$ cat config.mk
export PLATFORM = sky130hd
export DESIGN_NAME = spms_dp
export DESIGN_NICKNAME = d
export VERILOG_FILES = /design/src/hdl/spms_pkg.sv /design/src/hdl/spms_ram.sv /design/src/hdl/spms_dp.sv
export SDC_FILE = /design/constraint.sdc
export NUM_CORES = 2
export LEC_CHECK = 0
export BUFFER_PORTS_ARGS = -buffer_cell sky130_fd_sc_hd__buf_2
export CELL_PAD_IN_SITES_DETAIL_PLACEMENT = 2
export CELL_PAD_IN_SITES_GLOBAL_PLACEMENT = 2
export CORE_AREA = 2 2 697 699
export DETAILED_ROUTE_END_ITERATION = 8
export DIE_AREA = 0 0 699 701
export GPL_ROUTABILITY_DRIVEN = 0
export PLACE_DENSITY = 0.74
export SYNTH_ARGS = -nofsm -noshare
export SYNTH_HDL_FRONTEND = slang
export SYNTH_MEMORY_MAX_BITS = 65536
export SYNTH_SLANG_ARGS = --single-unit
$ cat constraint.sdc
create_clock -name clk_i -period 8.45 [get_ports clk_i]
set_input_delay 1.69 -clock clk_i [delete_from_list [all_inputs] [get_ports clk_i]]
set_output_delay 1.69 -clock clk_i [all_outputs]
set_load 0.1 [all_outputs]
$ cat src/hdl/spms_pkg.sv
// Package for the shortest-path search: sizes, payload structs, register map, control types.
`timescale 1ns / 1ps
package spms_pkg;

  localparam int MaxNodes  = 16;
  localparam int NodeW     = $clog2(MaxNodes);
  localparam int CountW    = 5;
  localparam int WeightW   = 16;
  localparam int DistW     = 20;
  localparam int MatDepth  = MaxNodes * MaxNodes;
  localparam int MatW      = WeightW + 1;
  localparam int ApbAddrW  = 4;
  localparam int ApbDataW  = 32;

  localparam logic [DistW-1:0] DistMax = '1;

  // Register word indexes (paddr[3:2])
  localparam logic [1:0] RegNodeCount  = 2'd0;
  localparam logic [1:0] RegStartNode  = 2'd1;
  localparam logic [1:0] RegTargetNode = 2'd2;

  localparam logic [CountW-1:0] NodeCountRst  = CountW'(16);
  localparam logic [NodeW-1:0]  StartNodeRst  = NodeW'(0);
  localparam logic [NodeW-1:0]  TargetNodeRst = NodeW'(15);

  typedef struct packed {
    logic [3:0]  row_index;
    logic [3:0]  col_index;
    logic [15:0] edge_weight;
    logic        has_edge;
    logic        start_search;
  } in_item_t;

  typedef struct packed {
    logic [3:0]  node_index;
    logic [19:0] distance;
    logic        reachable;
    logic [3:0]  predecessor;
    logic        settled;
    logic        last_result;
  } out_item_t;

  typedef enum logic [2:0] {
    ST_IDLE,
    ST_SCAN,
    ST_SCAN_CHK,
    ST_RELAX,
    ST_RELAX_END,
    ST_EMIT
  } state_e;

  typedef struct packed {
    logic init;
    logic scan_en;
    logic relax_en;
    logic mark_en;
    logic emit_en;
  } ctrl_cmd_t;

  typedef struct packed {
    logic cnt_last;
    logic found;
    logic sel_is_target;
  } ctrl_sts_t;

endpackage

$ cat src/hdl/spms_ram.sv
// Generic single-write, single-read RAM with registered read data.
`timescale 1ns / 1ps
module spms_ram #(
  parameter int Width = 8,
  parameter int Depth = 16
) (
  input  logic                     clk_i,
  input  logic                     we_i,
  input  logic [$clog2(Depth)-1:0] waddr_i,
  input  logic [Width-1:0]         wdata_i,
  input  logic [$clog2(Depth)-1:0] raddr_i,
  output logic [Width-1:0]         rdata_o
);

  logic [Width-1:0] mem_q [Depth];
  logic [Width-1:0] rdata_q;

  always_ff @(posedge clk_i) begin
    if (we_i) begin
      mem_q[waddr_i] <= wdata_i;
    end
    rdata_q <= mem_q[raddr_i];
  end

  assign rdata_o = rdata_q;

endmodule

$ cat src/hdl/spms_dp.sv
// Datapath: matrix memory, per-node distance state, selection scan, relaxation and result register.
`timescale 1ns / 1ps
module spms_dp (
  input  logic                       clk_i,
  input  logic                       rst_ni,
  input  logic                       wr_en_i,
  input  spms_pkg::in_item_t         item_i,
  input  logic [spms_pkg::NodeW-1:0] start_node_i,
  input  logic [spms_pkg::NodeW-1:0] target_node_i,
  input  logic [spms_pkg::NodeW-1:0] node_last_i,
  input  spms_pkg::ctrl_cmd_t        cmd_i,
  output spms_pkg::ctrl_sts_t        sts_o,
  output logic                       result_strobe_o,
  output spms_pkg::out_item_t        result_o
);

  logic [spms_pkg::DistW-1:0]    dist_q [spms_pkg::MaxNodes];
  logic [spms_pkg::NodeW-1:0]    pred_q [spms_pkg::MaxNodes];
  logic [spms_pkg::MaxNodes-1:0] known_q;
  logic [spms_pkg::MaxNodes-1:0] visited_q;

  logic [spms_pkg::NodeW-1:0] cnt_q;
  logic [spms_pkg::NodeW-1:0] sel_q;
  logic [spms_pkg::DistW-1:0] best_q;
  logic                       found_q;
  logic                       rel_vld_q;
  logic [spms_pkg::NodeW-1:0] rel_idx_q;
  logic                       strobe_q;
  spms_pkg::out_item_t        result_q;

  logic [spms_pkg::MatW-1:0]  mat_rdata;
  logic [spms_pkg::NodeW-1:0] rd_idx;
  logic [spms_pkg::DistW-1:0] rd_dist;
  logic                       rd_known;
  logic                       rd_vis;
  logic [spms_pkg::NodeW-1:0] rd_pred;
  logic                       cnt_last;
  logic                       scan_take;
  logic [spms_pkg::DistW:0]   cost_sum;
  logic [spms_pkg::DistW-1:0] cost;
  logic                       relax_upd;

  spms_ram #(
    .Width(spms_pkg::MatW),
    .Depth(spms_pkg::MatDepth)
  ) u_mat (
    .clk_i  (clk_i),
    .we_i   (wr_en_i),
    .waddr_i({item_i.row_index, item_i.col_index}),
    .wdata_i({item_i.has_edge, item_i.edge_weight}),
    .raddr_i({sel_q, cnt_q}),
    .rdata_o(mat_rdata)
  );

  // The node state is read at one place per cycle: the pending relax entry, else the counter
  always_comb begin
    rd_idx   = rel_vld_q ? rel_idx_q : cnt_q;
    rd_dist  = dist_q[rd_idx];
    rd_known = known_q[rd_idx];
    rd_vis   = visited_q[rd_idx];
    rd_pred  = pred_q[rd_idx];
    cnt_last = (cnt_q == node_last_i);

    scan_take = !rd_vis && rd_known && (!found_q || (rd_dist < best_q));

    cost_sum = {1'b0, best_q} + (spms_pkg::DistW + 1)'(mat_rdata[spms_pkg::WeightW-1:0]);
    cost     = cost_sum[spms_pkg::DistW] ? spms_pkg::DistMax : cost_sum[spms_pkg::DistW-1:0];

    relax_upd = rel_vld_q && !rd_vis && mat_rdata[spms_pkg::WeightW] &&
                (!rd_known || (rd_dist > cost));
  end

  always_ff @(posedge clk_i or negedge rst_ni) begin
    if (!rst_ni) begin
      for (int i = 0; i < spms_pkg::MaxNodes; i++) begin
        dist_q[i] <= '0;
        pred_q[i] <= '0;
      end
      known_q   <= '0;
      visited_q <= '0;
      cnt_q     <= '0;
      sel_q     <= '0;
      best_q    <= '0;
      found_q   <= 1'b0;
      rel_vld_q <= 1'b0;
      rel_idx_q <= '0;
      strobe_q  <= 1'b0;
    end else begin
      rel_vld_q <= cmd_i.relax_en;
      rel_idx_q <= cnt_q;
      strobe_q  <= cmd_i.emit_en;

      if (cmd_i.init) begin
        for (int i = 0; i < spms_pkg::MaxNodes; i++) begin
          dist_q[i] <= '0;
          pred_q[i] <= '0;
        end
        known_q   <= spms_pkg::MaxNodes'(1) << start_node_i;
        visited_q <= '0;
        cnt_q     <= '0;
        found_q   <= 1'b0;
      end

      if (cmd_i.scan_en || cmd_i.relax_en || cmd_i.emit_en) begin
        cnt_q <= cnt_last ? '0 : cnt_q + 1'b1;
      end

      if (cmd_i.scan_en && scan_take) begin
        sel_q   <= cnt_q;
        best_q  <= rd_dist;
        found_q <= 1'b1;
      end

      if (relax_upd) begin
        dist_q[rel_idx_q]  <= cost;
        known_q[rel_idx_q] <= 1'b1;
        pred_q[rel_idx_q]  <= sel_q;
      end

      if (cmd_i.mark_en) begin
        visited_q[sel_q] <= 1'b1;
        found_q          <= 1'b0;
      end
    end
  end

  always_ff @(posedge clk_i) begin
    if (cmd_i.emit_en) begin
      result_q.node_index  <= cnt_q;
      result_q.distance    <= rd_known ? rd_dist : '0;
      result_q.reachable   <= rd_known;
      result_q.predecessor <= rd_known ? rd_pred : '0;
      result_q.settled     <= rd_vis;
      result_q.last_result <= cnt_last;
    end
  end

  assign sts_o.cnt_last      = cnt_last;
  assign sts_o.found         = found_q;
  assign sts_o.sel_is_target = (sel_q == target_node_i);
  assign result_strobe_o     = strobe_q;
  assign result_o            = result_q;

endmodule

==> qor.txt <==
Vias in the first global route: 109784
R2r startpoint: cnt_q[0]$_DFFE_PN0P_
Power per cell area: 332 mW/mm2
# clock sinks: 4851
Vias per cell: 6.31
Drt wl/cell: 42.9 um
Crit path max fanout: 33
Die Width: 699 um
Crit path required time: 9370 ps
Via count: 103411
Headroom to the max-slew limit: 0.0103
Worst setup EP type: register
Non-Filler Instances: 16380
Worst EP arrival: 7880 ps
Worst Setup SP: cnt_q[0]$_DFFE_PN0P_
Clock skew: 98.5 ps
Initial core utilization: 0.400
Cells after Synth: 9103
Die area: 0.490 mm2
ANT nets after route: 0
Root Buffer: clkbuf_16
Synth unique cells: 74
Post-Syn Nets: 9206
FP Rows: 255
Max-cap viol count: 1
Outcome: finished with violations
Ys flop type: edfxtp_1
First-pass DRT Iterations: 5
Global Route Usage Sum: 0.284
Fin. Hold Viols: 0
Post-CTS Setup Inserts: 0
WL final: 704000 um
Sequential-to-total area share from yosys stat: 0.744
Synth Cell Area: 0.192 mm2
Ports: 81
Initial antenna violation count: 48
CTS H-tree depth: 6
Clock slew at reported path FFs: 60 ps
Synth warn: 0
Fin. max-slew vios: 0
Final setup fails: 0
Nets: 9640
CP endpoint: dist_q[108]$_DFF_PN0_
DP Worst Slack: 1490 ps
Fmax: 0.144 GHz
Commonest non-fill, non-tap cell in the layout: edfxtp_1
Post-layout min period: 6960 ps
Clock buffer depth: 4
Number of CTS-inserted buffers: 527
Worst R2R Setup Slack: 1490 ps
Worst vdd ir: 0.000268 V
P_leak: 72.3 nW
Share of layout cells above drive strength 1: 0.291
Remaining Overflow, GRT: 0
CTS tree: built
Flip-flop and latch area: 0.143 mm2
Global-route wire length before repair: 966000 um
Area growth, synth to finish: 13.8%
Critical path launch point type: register
Mean post-synth cell area: 21.1 um2
Hpwl dp: 407000 um
Tcrit/Tclk final: 0.823
Drt drc: 0
Fill count: 43176
Number of gates resized after CTS: 0
Largest net degree at the start of global routing: 259
DR iter-0 viols: 13693
Reg2reg end: dist_q[108]$_DFF_PN0_
Placed cells: 15428
Asr flop ratio synth: 0.0930
Area of the multi-input gates: 0.0473 mm2
Util after Layout: 0.455
Failing checks: capacitance limit
PortBufs: 79
Post-synth EDFFs: 4383
Die height: 701 um
Clock latency on the worst-skew pair: 1110 ps
Core Region: 0.482 mm2
Final WS setup: 1490 ps
Commonest non-fill, non-tap cells in the layout: edfxtp_1, mux4_2, clkbuf_16
Setup Crit Path Kind: reg2reg
Hold buffers post-CTS: 0
Total Neg Setup Slack: 0 ps
Worst reg2reg path depth: 16
Hold WC Path Type: reg2reg
Worst slew pin tran: 1480 ps
Seq cells post-synth: 4851
RSZ-0062 raised after global routing: false
==> logic make-up after synthesis <==
kind of cell	after synthesis	synth area share
and+or+nand+nor	1238	0.0320
muxes	1922	0.191
AOI/OAI and AO/OA	404	0.0146
buffers and inverters	615	0.0143
DFF	4851	0.744
xor gates and xnor gates	16	0.000728
adders and majority gates	57	0.00374
==> how the worst min path moves through the flow <==
stage / from / end / slack, ps / cells past startpoint
floorplan: cnt_q[2]$_DFFE_PN0P_ / rel_idx_q[2]$_DFF_PN0_ / 380 / 0
global placement: known_q[10]$_DFF_PN0_ / known_q[10]$_DFF_PN0_ / 490 / 2
detailed placement: known_q[12]$_DFF_PN0_ / known_q[12]$_DFF_PN0_ / 490 / 2
CTS: known_q[12]$_DFF_PN0_ / known_q[12]$_DFF_PN0_ / 510 / 2
global route: known_q[15]$_DFF_PN0_ / known_q[15]$_DFF_PN0_ / 550 / 2
finish: known_q[12]$_DFF_PN0_ / known_q[12]$_DFF_PN0_ / 510 / 2
==> through the flow <==
step | power [mW] | area, um2 | hold WS [ps]
5_1_grt | 74.4 | 219000 | 552
3_3_place_gp | 48.5 | 202000 | 485
3_5_place_dp | 49.5 | 202000 | 492
2_1_floorplan | 40.6 | 192000 | 384
4_1_cts | 72.9 | 219000 | 506
6_report | 72.8 | 219000 | 507
==> sequential cells by signal, indices dropped and copies added (netlist names), 4 cells and up <==
name           flops
dist_q           320
rel_idx_q          4
known_q           16
best_q            20
u_mat.mem_q     4352
u_mat.rdata_o     17
result_o          31
pred_q            64
visited_q         16
sel_q              4
cnt_q              4
==> critical path, cell delays in order (launching register included) <==
cell     delay [ps]
dfrtp_4         750
mux2i_4         880
buf_4           460
mux4_2          560
nand2_1          80
and3_1          160
a31oi_1          70
buf_4           240
ha_1            310
nand4_1         110
or2_2           330
a21oi_1         140
nor3_1          100
o31ai_4         930
nand2_2         900
buf_4           520
mux2i_1         220
==> cell type report <==
class,instances,share of cell area
antenna,16,0.000183
clock inverter,248,0.00990
sequential,4851,0.654
inverter,51,0.000874
clock buffer,683,0.0651
timing repair buffer,469,0.0177
tap,6425,0.0367
multi-input combinational,3637,0.216
==> synthesized netlist by cell type, drive strengths merged, types with 10 or more instances <==
master	instances	share of area
buf	294	0.0081
dfxtp	17	0.0018
nand2b	339	0.011
nand3	64	0.0017
a311oi	18	0.00085
nor4	14	0.00045
a22oi	51	0.0020
o21ai	52	0.0014
o221ai	13	0.00059
a22o	20	0.00091
nor2b	99	0.0032
nand2	267	0.0052
a211oi	14	0.00055
a221oi	20	0.0010
mux2i	450	0.023
o22ai	53	0.0017
a31oi	28	0.00091
a21o	18	0.00070
nor2	330	0.0064
xor2	10	0.00045
nand4	18	0.00059
dfrtp	451	0.059
edfxtp	4383	0.68
clkbuf	270	0.0053
a21oi	66	0.0017
ha	56	0.0036
mux4	1383	0.16
o211ai	11	0.00043
nor3	28	0.00073
and2	25	0.00081
and3	27	0.00088
inv	51	0.00099
mux2	89	0.0052
==> per-layer routing <==
metal  share of wire  vias up  global-route usage
li1                -    38399                   -
met2            0.51     6241               0.490
met1            0.36    57314               0.353
met3           0.074     1433              0.0447
met5         0.00022        -                   0
met4           0.053       24               0.131
==> report_power, final <==
part / switching [mW] / internal [mW] / total, mW / leakage [nW]
sequential: 0.526 / 26.6 / 27.1 / 45.8
combinational: 14.0 / 8.50 / 22.5 / 18.5
clock: 10.3 / 12.9 / 23.2 / 8.02
Note: power is estimated with default switching activity, not from simulation.
