**src/hdl/spms_pkg.sv**
```systemverilog
// Package for the shortest-path search: sizes, payload structs, register map, control types.
`timescale 1ns / 1ps
package spms_pkg;

  localparam int MaxNodes  = 16;
  localparam int NodeW     = $clog2(MaxNodes);
  localparam int CountW    = 5;
  localparam int WeightW   = 16;
  localparam int DistW     = 20;
  localparam int MatDepth  = MaxNodes * MaxNodes;
  localparam int MatW      = WeightW + 1;
  localparam int ApbAddrW  = 4;
  localparam int ApbDataW  = 32;

  localparam logic [DistW-1:0] DistMax = '1;

  // Register word indexes (paddr[3:2])
  localparam logic [1:0] RegNodeCount  = 2'd0;
  localparam logic [1:0] RegStartNode  = 2'd1;
  localparam logic [1:0] RegTargetNode = 2'd2;

  localparam logic [CountW-1:0] NodeCountRst  = CountW'(16);
  localparam logic [NodeW-1:0]  StartNodeRst  = NodeW'(0);
  localparam logic [NodeW-1:0]  TargetNodeRst = NodeW'(15);

  typedef struct packed {
    logic [3:0]  row_index;
    logic [3:0]  col_index;
    logic [15:0] edge_weight;
    logic        has_edge;
    logic        start_search;
  } in_item_t;

  typedef struct packed {
    logic [3:0]  node_index;
    logic [19:0] distance;
    logic        reachable;
    logic [3:0]  predecessor;
    logic        settled;
    logic        last_result;
  } out_item_t;

  typedef enum logic [2:0] {
    ST_IDLE,
    ST_SCAN,
    ST_SCAN_CHK,
    ST_RELAX,
    ST_RELAX_END,
    ST_EMIT
  } state_e;

  typedef struct packed {
    logic init;
    logic scan_en;
    logic relax_en;
    logic mark_en;
    logic emit_en;
  } ctrl_cmd_t;

  typedef struct packed {
    logic cnt_last;
    logic found;
    logic sel_is_target;
  } ctrl_sts_t;

endpackage

```
**src/hdl/spms_ctrl.sv**
```systemverilog
// Controller: sequences init, selection scans, relax passes and result emission.
`timescale 1ns / 1ps
module spms_ctrl (
  input  logic                clk_i,
  input  logic                rst_ni,
  input  logic                start_i,
  input  logic                search_i,
  input  spms_pkg::ctrl_sts_t sts_i,
  output spms_pkg::ctrl_cmd_t cmd_o,
  output logic                busy_o
);

  spms_pkg::state_e state_q;
  spms_pkg::state_e state_d;

  always_ff @(posedge clk_i or negedge rst_ni) begin
    if (!rst_ni) begin
      state_q <= spms_pkg::ST_IDLE;
    end else begin
      state_q <= state_d;
    end
  end

  always_comb begin
    state_d = state_q;
    unique case (state_q)
      spms_pkg::ST_IDLE: begin
        if (start_i && search_i) begin
          state_d = spms_pkg::ST_SCAN;
        end
      end
      spms_pkg::ST_SCAN: begin
        if (sts_i.cnt_last) begin
          state_d = spms_pkg::ST_SCAN_CHK;
        end
      end
      spms_pkg::ST_SCAN_CHK: begin
        if (!sts_i.found || sts_i.sel_is_target) begin
          state_d = spms_pkg::ST_EMIT;
        end else begin
          state_d = spms_pkg::ST_RELAX;
        end
      end
      spms_pkg::ST_RELAX: begin
        if (sts_i.cnt_last) begin
          state_d = spms_pkg::ST_RELAX_END;
        end
      end
      spms_pkg::ST_RELAX_END: begin
        state_d = spms_pkg::ST_SCAN;
      end
      spms_pkg::ST_EMIT: begin
        if (sts_i.cnt_last) begin
          state_d = spms_pkg::ST_IDLE;
        end
      end
      default: begin
        state_d = spms_pkg::ST_IDLE;
      end
    endcase
  end

  always_comb begin
    cmd_o  = '0;
    busy_o = 1'b1;
    unique case (state_q)
      spms_pkg::ST_IDLE: begin
        busy_o     = 1'b0;
        cmd_o.init = start_i && search_i;
      end
      spms_pkg::ST_SCAN:      cmd_o.scan_en  = 1'b1;
      spms_pkg::ST_SCAN_CHK:  cmd_o          = '0;
      spms_pkg::ST_RELAX:     cmd_o.relax_en = 1'b1;
      // last relax entry completes here while the selected node is settled
      spms_pkg::ST_RELAX_END: cmd_o.mark_en  = 1'b1;
      spms_pkg::ST_EMIT:      cmd_o.emit_en  = 1'b1;
      default:                cmd_o          = '0;
    endcase
  end

endmodule

```
**config.mk**
```make
export PLATFORM = sky130hd
export DESIGN_NAME = spms_ctrl
export DESIGN_NICKNAME = d
export VERILOG_FILES = /design/src/hdl/spms_pkg.sv /design/src/hdl/spms_ctrl.sv
export SDC_FILE = /design/constraint.sdc
export NUM_CORES = 1
export LEC_CHECK = 0
export BUFFER_PORTS_ARGS = -buffer_cell sky130_fd_sc_hd__buf_2
export CORE_AREA = 2 2 39 41
export DETAILED_ROUTE_END_ITERATION = 16
export DIE_AREA = 0 0 41 43
export GPL_ROUTABILITY_DRIVEN = 0
export HOLD_SLACK_MARGIN = 0.1
export PLACE_DENSITY = 0.4
export SLEW_MARGIN = 10
export SYNTH_ARGS = -nofsm -noshare
export SYNTH_HDL_FRONTEND = slang
export SYNTH_SLANG_ARGS = --single-unit
export TNS_END_PERCENT = 50
```
**constraint.sdc**
```tcl
create_clock -name clk_i -period 3.5 [get_ports clk_i]
set_clock_uncertainty 0.2 [all_clocks]
set_input_delay 0.35 -clock clk_i [delete_from_list [all_inputs] [get_ports clk_i]]
set_output_delay 0.35 -clock clk_i [all_outputs]
set_load 0.02 [all_outputs]
```
==> results.md, run 1 <==
* Max Cap Viol at 0
* Achievable Freq at 0.524 GHz
* Reg2reg setup slack at 2.15 ns
* Power Total at 291 uW
* Initial antenna violation count at 0
* Root buf cell: clkbuf_4
* Layout cells sized above 1 at 46.2%
* Combinational family with the most area after synthesis: simple AND/OR/NAND/NOR gates
* Slew Viols, Final at 0
* Biggest register: state_q
* Fill cells at 160
* Post-synthesis simple-gate area fraction at 39.2%
* Setup ws final at 1.59 ns
* Crit path required time at 2.95 ns
* Hold path cells at 2
* Setup violators final at 0
* Post-CTS Setup Inserts at 0
* Chip height at 43 um
* Critical path launch point type: flip-flop
* Routed Antenna Nets at 0
* Clk slew on worst S/H paths at 0.04 ns
* Max transition margin at 71.1%
* Netlist cell types at 18
* Compound-Gate Fraction of Synth Area at 14.9%
* CTS H-tree depth at 1
* Cell Pwr Density at 890 nW/um^2
* CP max stage cell: dfrtp_1
* Sw Ratio at 45.3%
* Post-synth top area cell: dfrtp_1
* Core region area at 1380 um^2
* Placed inst area at 290 um^2
* Combinational Power Share at 48.6%
* CTS tree: built
* Number of global-route vias before repair at 210
* Drt wl/cell at 9.73 um
* Post-synthesis cell count at 24
* CP max FO at 9
* Largest net degree at the start of global routing at 11
* Final setup TNS at 0 ns
* Share of the synthesized area in the top cell type at 33.1%
* EDFF count, synth at 0
* Clock power share at 20.7%
* Antenna cells at 0
* Drt pass-1 iters at 3
* Max reg flops at 3
* HP Class: primary input to flip-flop
* First-pass GRT wire length at 779 um
* Syn nets at 31
* CTS Buf Count at 3
* Register area share after synthesis at 33.1%
* Worst slew pin tran at 0.422 ns
* Total global routing overflow at 0
* Design area at 327 um^2
* Biggest regs: state_q: 3 flops
* Multiplexer area fraction after synthesis at 0%
* Num ports at 13
* CP cell instances: or3_4 > nor2_2 > buf_2
* Starting Density at 16.4%
* Flop pwr share at 30.7%
* GRT Total Usage at 7.05%
* I/O Buffers at 12
* Worst r2r path cells at 2
* LEAKAGE at 0.147 nW
* Worst path arrival time at 1.36 ns
* Status: completed
* CTS Sinks at 3
* Synth Area in XOR/XNOR at 3.87%
* Via/cell ratio at 4.15
* Synth Register Bits at 3
* Post-cts resize count at 0
* Synth Flop Type: dfrtp_1
* Fraction of registers with async set/reset at 100%
* Period utilisation layout at 54.6%
* Psw at 132 uW
* CP endpoint kind: primary output
* Multi-input gate area at 131 um^2
* Int Power at 159 uW
* NumNets Final at 47
* Drt total wl at 535 um
* Peak VDD IR at 0.157 mV
* Die Width at 41 um
* Register area at 75.1 um^2
* Critical path class: flip-flop to primary output
* Post-synth design cell area at 226 um^2
* RSZ-0062 raised after global routing: no
* Post-Synth Adder-Cell Area at 0%
* DRC at 0
* Syn Area/Cell at 9.44 um^2
* Leading post-synthesis cells by cell area: dfrtp_1, nor3b_1, nand2b_1
* Fin. Hold Viols at 0
* Clk buf depth at 2
* Clk Latency, worst-skew pair at 0.23 ns
* Initial drt markers at 5
* Die area at 1760 um^2
* Row count at 14
* DR vias at 228
* Minimum clock period after layout at 1.91 ns
* Dpl hpwl at 401 um
* YS warnings at 0
* Dpl ws at 1.83 ns
* P&R area growth vs syn at 44.2%
* Synth cell count leaders: dfrtp_1, nand2b_1, nor3b_1
* Slowest cell delay on critical path at 0.47 ns
-- repair_timing --
action                                 CTS  global route
setup endpoints to repair                0             0
hold buffers                             1             0
endpoints found under the hold margin    3             0
-- layer usage --
layer | up-vias | track usage [%] | wire (um)
met5 | - | 0 | 0
met4 | 0 | 8.00 | 0
met3 | 0 | 3.14 | 24
met2 | 7 | 9.06 | 265
met1 | 105 | 7.47 | 245
li1 | 116 | - | -
-- worst paths after layout --
kind                                   startpoint                endpoint
max                        state_q[1]$_DFFE_PN0P_                cmd_o[4]
min                                      sts_i[2]  state_q[0]$_DFFE_PN0P_
max reg2reg                state_q[2]$_DFFE_PN0P_  state_q[0]$_DFFE_PN0P_
min reg2reg                state_q[2]$_DFFE_PN0P_  state_q[0]$_DFFE_PN0P_
max in group asynchronous                  rst_ni  state_q[2]$_DFFE_PN0P_
min in group asynchronous                  rst_ni  state_q[0]$_DFFE_PN0P_
-- cell usage in the layout (no fill, tap or decap), drive strengths merged --
master and n:
nor2b 1, xnor2 1, nor3 1, nand2b 3, o32ai 1, or3 1
a221oi 1, o31ai 1, nand4bb 1, dfrtp 3, nor2 2, nand2 1
a2111oi 1, buf 12, clkbuf 4, nor3b 3, dlygate4sd3 1, inv 1
-- metrics by stage --
step | utilization (%) | std cells | hold slack (ns)
6_report | 23.6 | 55 | 0.171
5_1_grt | 23.6 | 55 | 0.195
4_1_cts | 23.6 | 55 | 0.162
3_5_place_dp | 21.0 | 50 | -0.0548
3_3_place_gp | 21.0 | 50 | -0.0552
2_1_floorplan | - | 24 | -0.146
-- kinds of logic (layout without fill, tap and decap cells) --
kind of cell,after synthesis,after routing
xor gates and xnor gates,1,1
DFF,3,3
buffers and inverters,3,18
AOI/OAI and AO/OA,4,4
and+or+nand+nor,13,13
-- worst max-delay path: cells and delay by family (launching register included) --
family | cells | cell delay [ns]
simple gates | 2 | 0.51
flops | 1 | 0.47
buf+inv | 1 | 0.16
-- layout make-up --
cell class                      instances  area share (%)
Multi-Input combinational cell         18            40.2
Sequential cell                         3            23.0
Timing Repair Buffer                   13            21.5
Clock buffer                            4            8.05
Tap cell                               16            6.13
Inverter                                1            1.15
-- power groups by stage --
| stage | logic [mW] | clock network [mW] | registers, mW |
|---|---|---|---|
| finish | 0.141 | 0.0601 | 0.0892 |
| CTS | 0.144 | 0.0637 | 0.0886 |
| global placement | 0.140 | 0 | 0.0887 |
| global route | 0.154 | 0.0638 | 0.0940 |
| floorplan | 0.137 | 0 | 0.0613 |
| detailed placement | 0.142 | 0 | 0.0893 |
Note: power is estimated with default switching activity, not from simulation.
==> inputs of run 2 (changes only) <==
--- a/config.mk
+++ b/config.mk
@@ -11,7 +11,7 @@
 export DIE_AREA = 0 0 41 43
 export GPL_ROUTABILITY_DRIVEN = 0
 export HOLD_SLACK_MARGIN = 0.1
-export PLACE_DENSITY = 0.4
+export PLACE_DENSITY = 0.41
 export SLEW_MARGIN = 10
 export SYNTH_ARGS = -nofsm -noshare
 export SYNTH_HDL_FRONTEND = slang
==> constraint.sdc (replaced) <==
create_clock -name clk_i -period 1.74 [get_ports clk_i]
set_clock_uncertainty 0.2 [all_clocks]
set_input_delay 0.174 -clock clk_i [delete_from_list [all_inputs] [get_ports clk_i]]
set_output_delay 0.174 -clock clk_i [all_outputs]
set_load 0.02 [all_outputs]
==> results.md, run 2 (synthesis gave the netlist of run 1 again) <==
* First-pass GRT wire length at 910 um
* Clk slew on worst S/H paths at 0.04 ns
* Hold path cells at 3
* Number of global-route vias before repair at 241
* Layout cells sized above 1 at 46.7%
* GRT Total Usage at 8.64%
* Core region area at 1380 um^2
* CP max FO at 10
* P&R area growth vs syn at 69.1%
* Final Non-Filler Cells at 61
* Crit path required time at 1.37 ns
* Worst path arrival time at 1.29 ns
* Most common cell after layout, fill and taps aside: buf_2
* Initial drt markers at 3
* Biggest register: state_q
* Int Power at 354 uW
* Flop pwr share at 23.5%
* Antenna cells at 0
* CTS Buf Count at 3
* Worst slew pin tran at 0.378 ns
* Worst r2r path cells at 3
* Max transition margin at 74.2%
* Status: completed
* Design area at 383 um^2
* Clk Latency, worst-skew pair at 0.23 ns
* Drt pass-1 iters at 4
* RSZ-0062 raised after global routing: no
* Chip height at 43 um
* Setup ws final at 0.0718 ns
* Row count at 14
* Setup violators final at 0
* Combinational Power Share at 56.6%
* Peak VDD IR at 0.360 mV
* Routed Antenna Nets at 0
* Clock power share at 19.9%
* Die Width at 41 um
* Placed inst area at 305 um^2
* DR vias at 265
* Slew Viols, Final at 0
* Sw Ratio at 43.0%
* Num ports at 13
* Minimum clock period after layout at 1.67 ns
* Most frequent cells in the layout: buf_2, dlygate4sd3_1, nor3b_1, nand2b_1, clkbuf_4
* NumNets Final at 53
* DRC at 0
* Achievable Freq at 0.599 GHz
* CTS H-tree depth at 1
* CTS tree: built
* Post-layout util at 27.7%
* Drt total wl at 536 um
* Via/cell ratio at 4.34
* I/O Buffers at 12
* Max Cap Viol at 0
* CP endpoint kind: primary output
* Root buf cell: clkbuf_4
* Final setup TNS at 0 ns
* Reg2reg setup slack at 0.38 ns
* Starting Density at 16.4%
* Slowest cell delay on critical path at 0.46 ns
* CP max stage cell: dfrtp_2
* CTS Sinks at 3
* Placed Cells at 52
* Critical path launch point type: flip-flop
* Biggest regs: state_q: 3 flops
* LEAKAGE at 0.174 nW
* Dpl ws at 0.285 ns
* Critical path class: flip-flop to primary output
* Max reg flops at 3
* Period utilisation layout at 95.9%
* Cell Pwr Density at 1620 nW/um^2
* Die area at 1760 um^2
* Fin. Hold Viols at 0
* Drt wl/cell at 8.79 um
* Largest net degree at the start of global routing at 11
* Clk buf depth at 2
* Psw at 267 uW
* CP cell instances: or3_4 > nor2_2 > buf_2
* HP Class: primary input to flip-flop
* Power Total at 621 uW
* Total global routing overflow at 0
* Hold_ws at 0.199 ns
* Initial antenna violation count at 0
* Dpl hpwl at 408 um
## run 2: cell types whose count changed in the layout (fill, tap and decap cells not counted), sizes merged
| cell | previous run | this run |
|---|---|---|
| dlygate4sd3 | 1 | 5 |
| buf | 12 | 14 |
## run 2: routing by layer
layer	share of wire, %	track usage (%)
met1	39	8.06
met2	54	11.6
met3	7.1	3.14
met4	0	12.0
met5	0	0
## run 2: cell type report
class	count	area, um^2
flip-flops and latches	3	76.3
multi-input cells	18	131
inverters	1	3.75
clock buffers	4	26.3
repair buffers	19	125
well taps	16	20.0
fillers	160	1000
## run 2: final timing paths
kind                                   startpoint                      to
max                        state_q[0]$_DFFE_PN0P_                cmd_o[4]
min                                      search_i  state_q[0]$_DFFE_PN0P_
max reg2reg                state_q[2]$_DFFE_PN0P_  state_q[0]$_DFFE_PN0P_
min reg2reg                state_q[0]$_DFFE_PN0P_  state_q[0]$_DFFE_PN0P_
max in group asynchronous                  rst_ni  state_q[0]$_DFFE_PN0P_
min in group asynchronous                  rst_ni  state_q[0]$_DFFE_PN0P_
## run 2: power by group through the flow
stage	sequential, mW	clock (mW)	combinational, mW
2_1_floorplan	0.123	0	0.276
3_3_place_gp	0.145	0	0.350
3_5_place_dp	0.145	0	0.350
4_1_cts	0.144	0.129	0.359
5_1_grt	0.153	0.132	0.395
6_report	0.146	0.123	0.352
## run 2: worst max-delay path, delay by kind of cell, from the launching register on
| family | cells | cell delay [ns] |
|---|---|---|
| buffers and inverters | 1 | 0.16 |
| flip-flops | 1 | 0.46 |
| AND/OR/NAND/NOR | 2 | 0.45 |
## run 2: what timing repair did
item | 4_1_cts | 5_1_grt
buffers inserted | 0 | 0
resized for setup | 0 | 1
hold buffers | 5 | 0
hold endpoints to repair | 5 | 0
endpoints found under the setup margin | 0 | 1
==> inputs of run 3 (changes only) <==
--- a/config.mk
+++ b/config.mk
@@ -7,6 +7,7 @@
 export LEC_CHECK = 0
 export BUFFER_PORTS_ARGS = -buffer_cell sky130_fd_sc_hd__buf_2
 export CORE_AREA = 2 2 39 41
+export CTS_BUF_LIST = sky130_fd_sc_hd__clkbuf_4 sky130_fd_sc_hd__clkbuf_8
 export DETAILED_ROUTE_END_ITERATION = 16
 export DIE_AREA = 0 0 41 43
 export GPL_ROUTABILITY_DRIVEN = 0
==> results.md, run 3 (synthesis gave the netlist of run 1 again) <==
* Num ports at 13
* Drt pass-1 iters at 4
* Core region area at 1380 um^2
* DRC at 0
* Chip height at 43 um
* Root buf cell: clkbuf_4
* Register area at 76.3 um^2
* I/O Buffers at 12
* Multi-input gate area at 131 um^2
* CP max stage cell: dfrtp_2
* Drt total wl at 538 um
* Worst slew pin tran at 0.417 ns
* Biggest register: state_q
* Power Total at 638 uW
* CP endpoint kind: primary output
* Placed Cells at 52
* Combinational Power Share at 55.4%
* Post-layout util at 27.9%
* Final setup TNS at 0 ns
* Int Power at 369 uW
* Peak VDD IR at 0.361 mV
* HP Class: primary input to flip-flop
* Minimum clock period after layout at 1.67 ns
* Max reg flops at 3
* Critical path class: flip-flop to primary output
* Clock power share at 21.8%
* Final Non-Filler Cells at 61
* Via/cell ratio at 4.18
* Initial antenna violation count at 0
* LEAKAGE at 0.177 nW
* Antenna cells at 0
* Layout cells sized above 1 at 48.9%
* Largest net degree at the start of global routing at 11
* Max transition margin at 71.5%
* Most common cell after layout, fill and taps aside: buf_2
* Cell Pwr Density at 1650 nW/um^2
* Sw Ratio at 42.1%
* Slowest cell delay on critical path at 0.46 ns
* Die area at 1760 um^2
* Period utilisation layout at 95.9%
* CP cell instances: or3_4 > nor2_2 > buf_2
* Max Cap Viol at 0
* Design area at 387 um^2
* DR vias at 255
* Setup violators final at 0
* Flop pwr share at 22.8%
* Psw at 269 uW
* NumNets Final at 53
* Dpl hpwl at 408 um
* Worst path arrival time at 1.29 ns
* CTS tree: built
* Placed inst area at 305 um^2
* CTS Sinks at 3
* Fin. Hold Viols at 0
* CTS H-tree depth at 1
* Number of global-route vias before repair at 241
* Status: completed
* Routed Antenna Nets at 0
* CTS Buf Count at 3
* Worst r2r path cells at 3
* Most frequent cells in the layout: buf_2, dlygate4sd3_1, clkbuf_4
* Row count at 14
* Hold path cells at 3
* Die Width at 41 um
* Fill cells at 159
* P&R area growth vs syn at 70.7%
* Achievable Freq at 0.599 GHz
* Clk Latency, worst-skew pair at 0.23 ns
* CP max FO at 10
* Clk buf depth at 2
* First-pass GRT wire length at 910 um
* Critical path launch point type: flip-flop
* Starting Density at 16.4%
* Crit path required time at 1.37 ns
* RSZ-0062 raised after global routing: no
* Biggest regs: state_q: 3 flops
* Clk slew on worst S/H paths at 0.04 ns
* GRT Total Usage at 8.64%
* Initial drt markers at 2
* Drt wl/cell at 8.82 um
* Slew Viols, Final at 0
* Total global routing overflow at 0
[run 3: cell types whose count changed in the layout (fill, tap and decap cells not counted)]
| cell | previous run | this run |
|---|---|---|
| clkbuf_1 | 1 | 0 |
| clkbuf_4 | 3 | 4 |
[run 3: through the flow]
stage	setup slack [ns]	hold WS, ns
2_1_floorplan	0.242	-0.322
3_3_place_gp	0.297	-0.229
3_5_place_dp	0.285	-0.229
4_1_cts	0.0269	0.195
5_1_grt	0.0111	0.226
6_report	0.0718	0.198
[run 3: worst max-delay path, delay by kind of cell (launching register included)]
family / cells / cell delay [ns]
flops: 1 / 0.46
simple gates: 2 / 0.45
buf+inv: 1 / 0.16
[run 3: worst paths after layout]
check / from / end / slack (ns)
hold reg to reg: state_q[0]$_DFFE_PN0P_ / state_q[0]$_DFFE_PN0P_ / 0.39
min in group asynchronous: rst_ni / state_q[0]$_DFFE_PN0P_ / 0.60
hold / removal: search_i / state_q[0]$_DFFE_PN0P_ / 0.20
max in group asynchronous: rst_ni / state_q[0]$_DFFE_PN0P_ / 0.59
setup / recovery: state_q[0]$_DFFE_PN0P_ / cmd_o[4] / 0.07
setup reg to reg: state_q[2]$_DFFE_PN0P_ / state_q[0]$_DFFE_PN0P_ / 0.35
[run 3: cell type report]
class	instances	area share, %
well taps	16	5.18
clock buffers	4	7.77
inverters	1	0.971
repair buffers	19	32.4
multi-input cells	18	34.0
flip-flops and latches	3	19.7
[run 3: timing repair]
item / in CTS / in global routing
gates resized for setup: 0 / 1
hold buffers: 5 / 0
setup endpoints to repair: 0 / 1
hold endpoints to repair: 5 / 0
buffers inserted: 0 / 0
[run 3: power groups by stage]
stage / Sequential [mW] / Combinational [mW] / Clock [mW]
final: 0.146 / 0.353 / 0.139
after global routing: 0.153 / 0.395 / 0.146
after CTS: 0.144 / 0.359 / 0.146
after detailed placement: 0.145 / 0.350 / 0
after global placement: 0.145 / 0.350 / 0
after floorplan: 0.123 / 0.276 / 0
[run 3: layer usage]
metal	global-route usage [%]	vias to the layer above	routed length, um
met3	3.14	0	38
met1	8.06	116	215
met4	12.0	0	0
met5	0	-	0
met2	11.6	11	285
li1	-	128	-
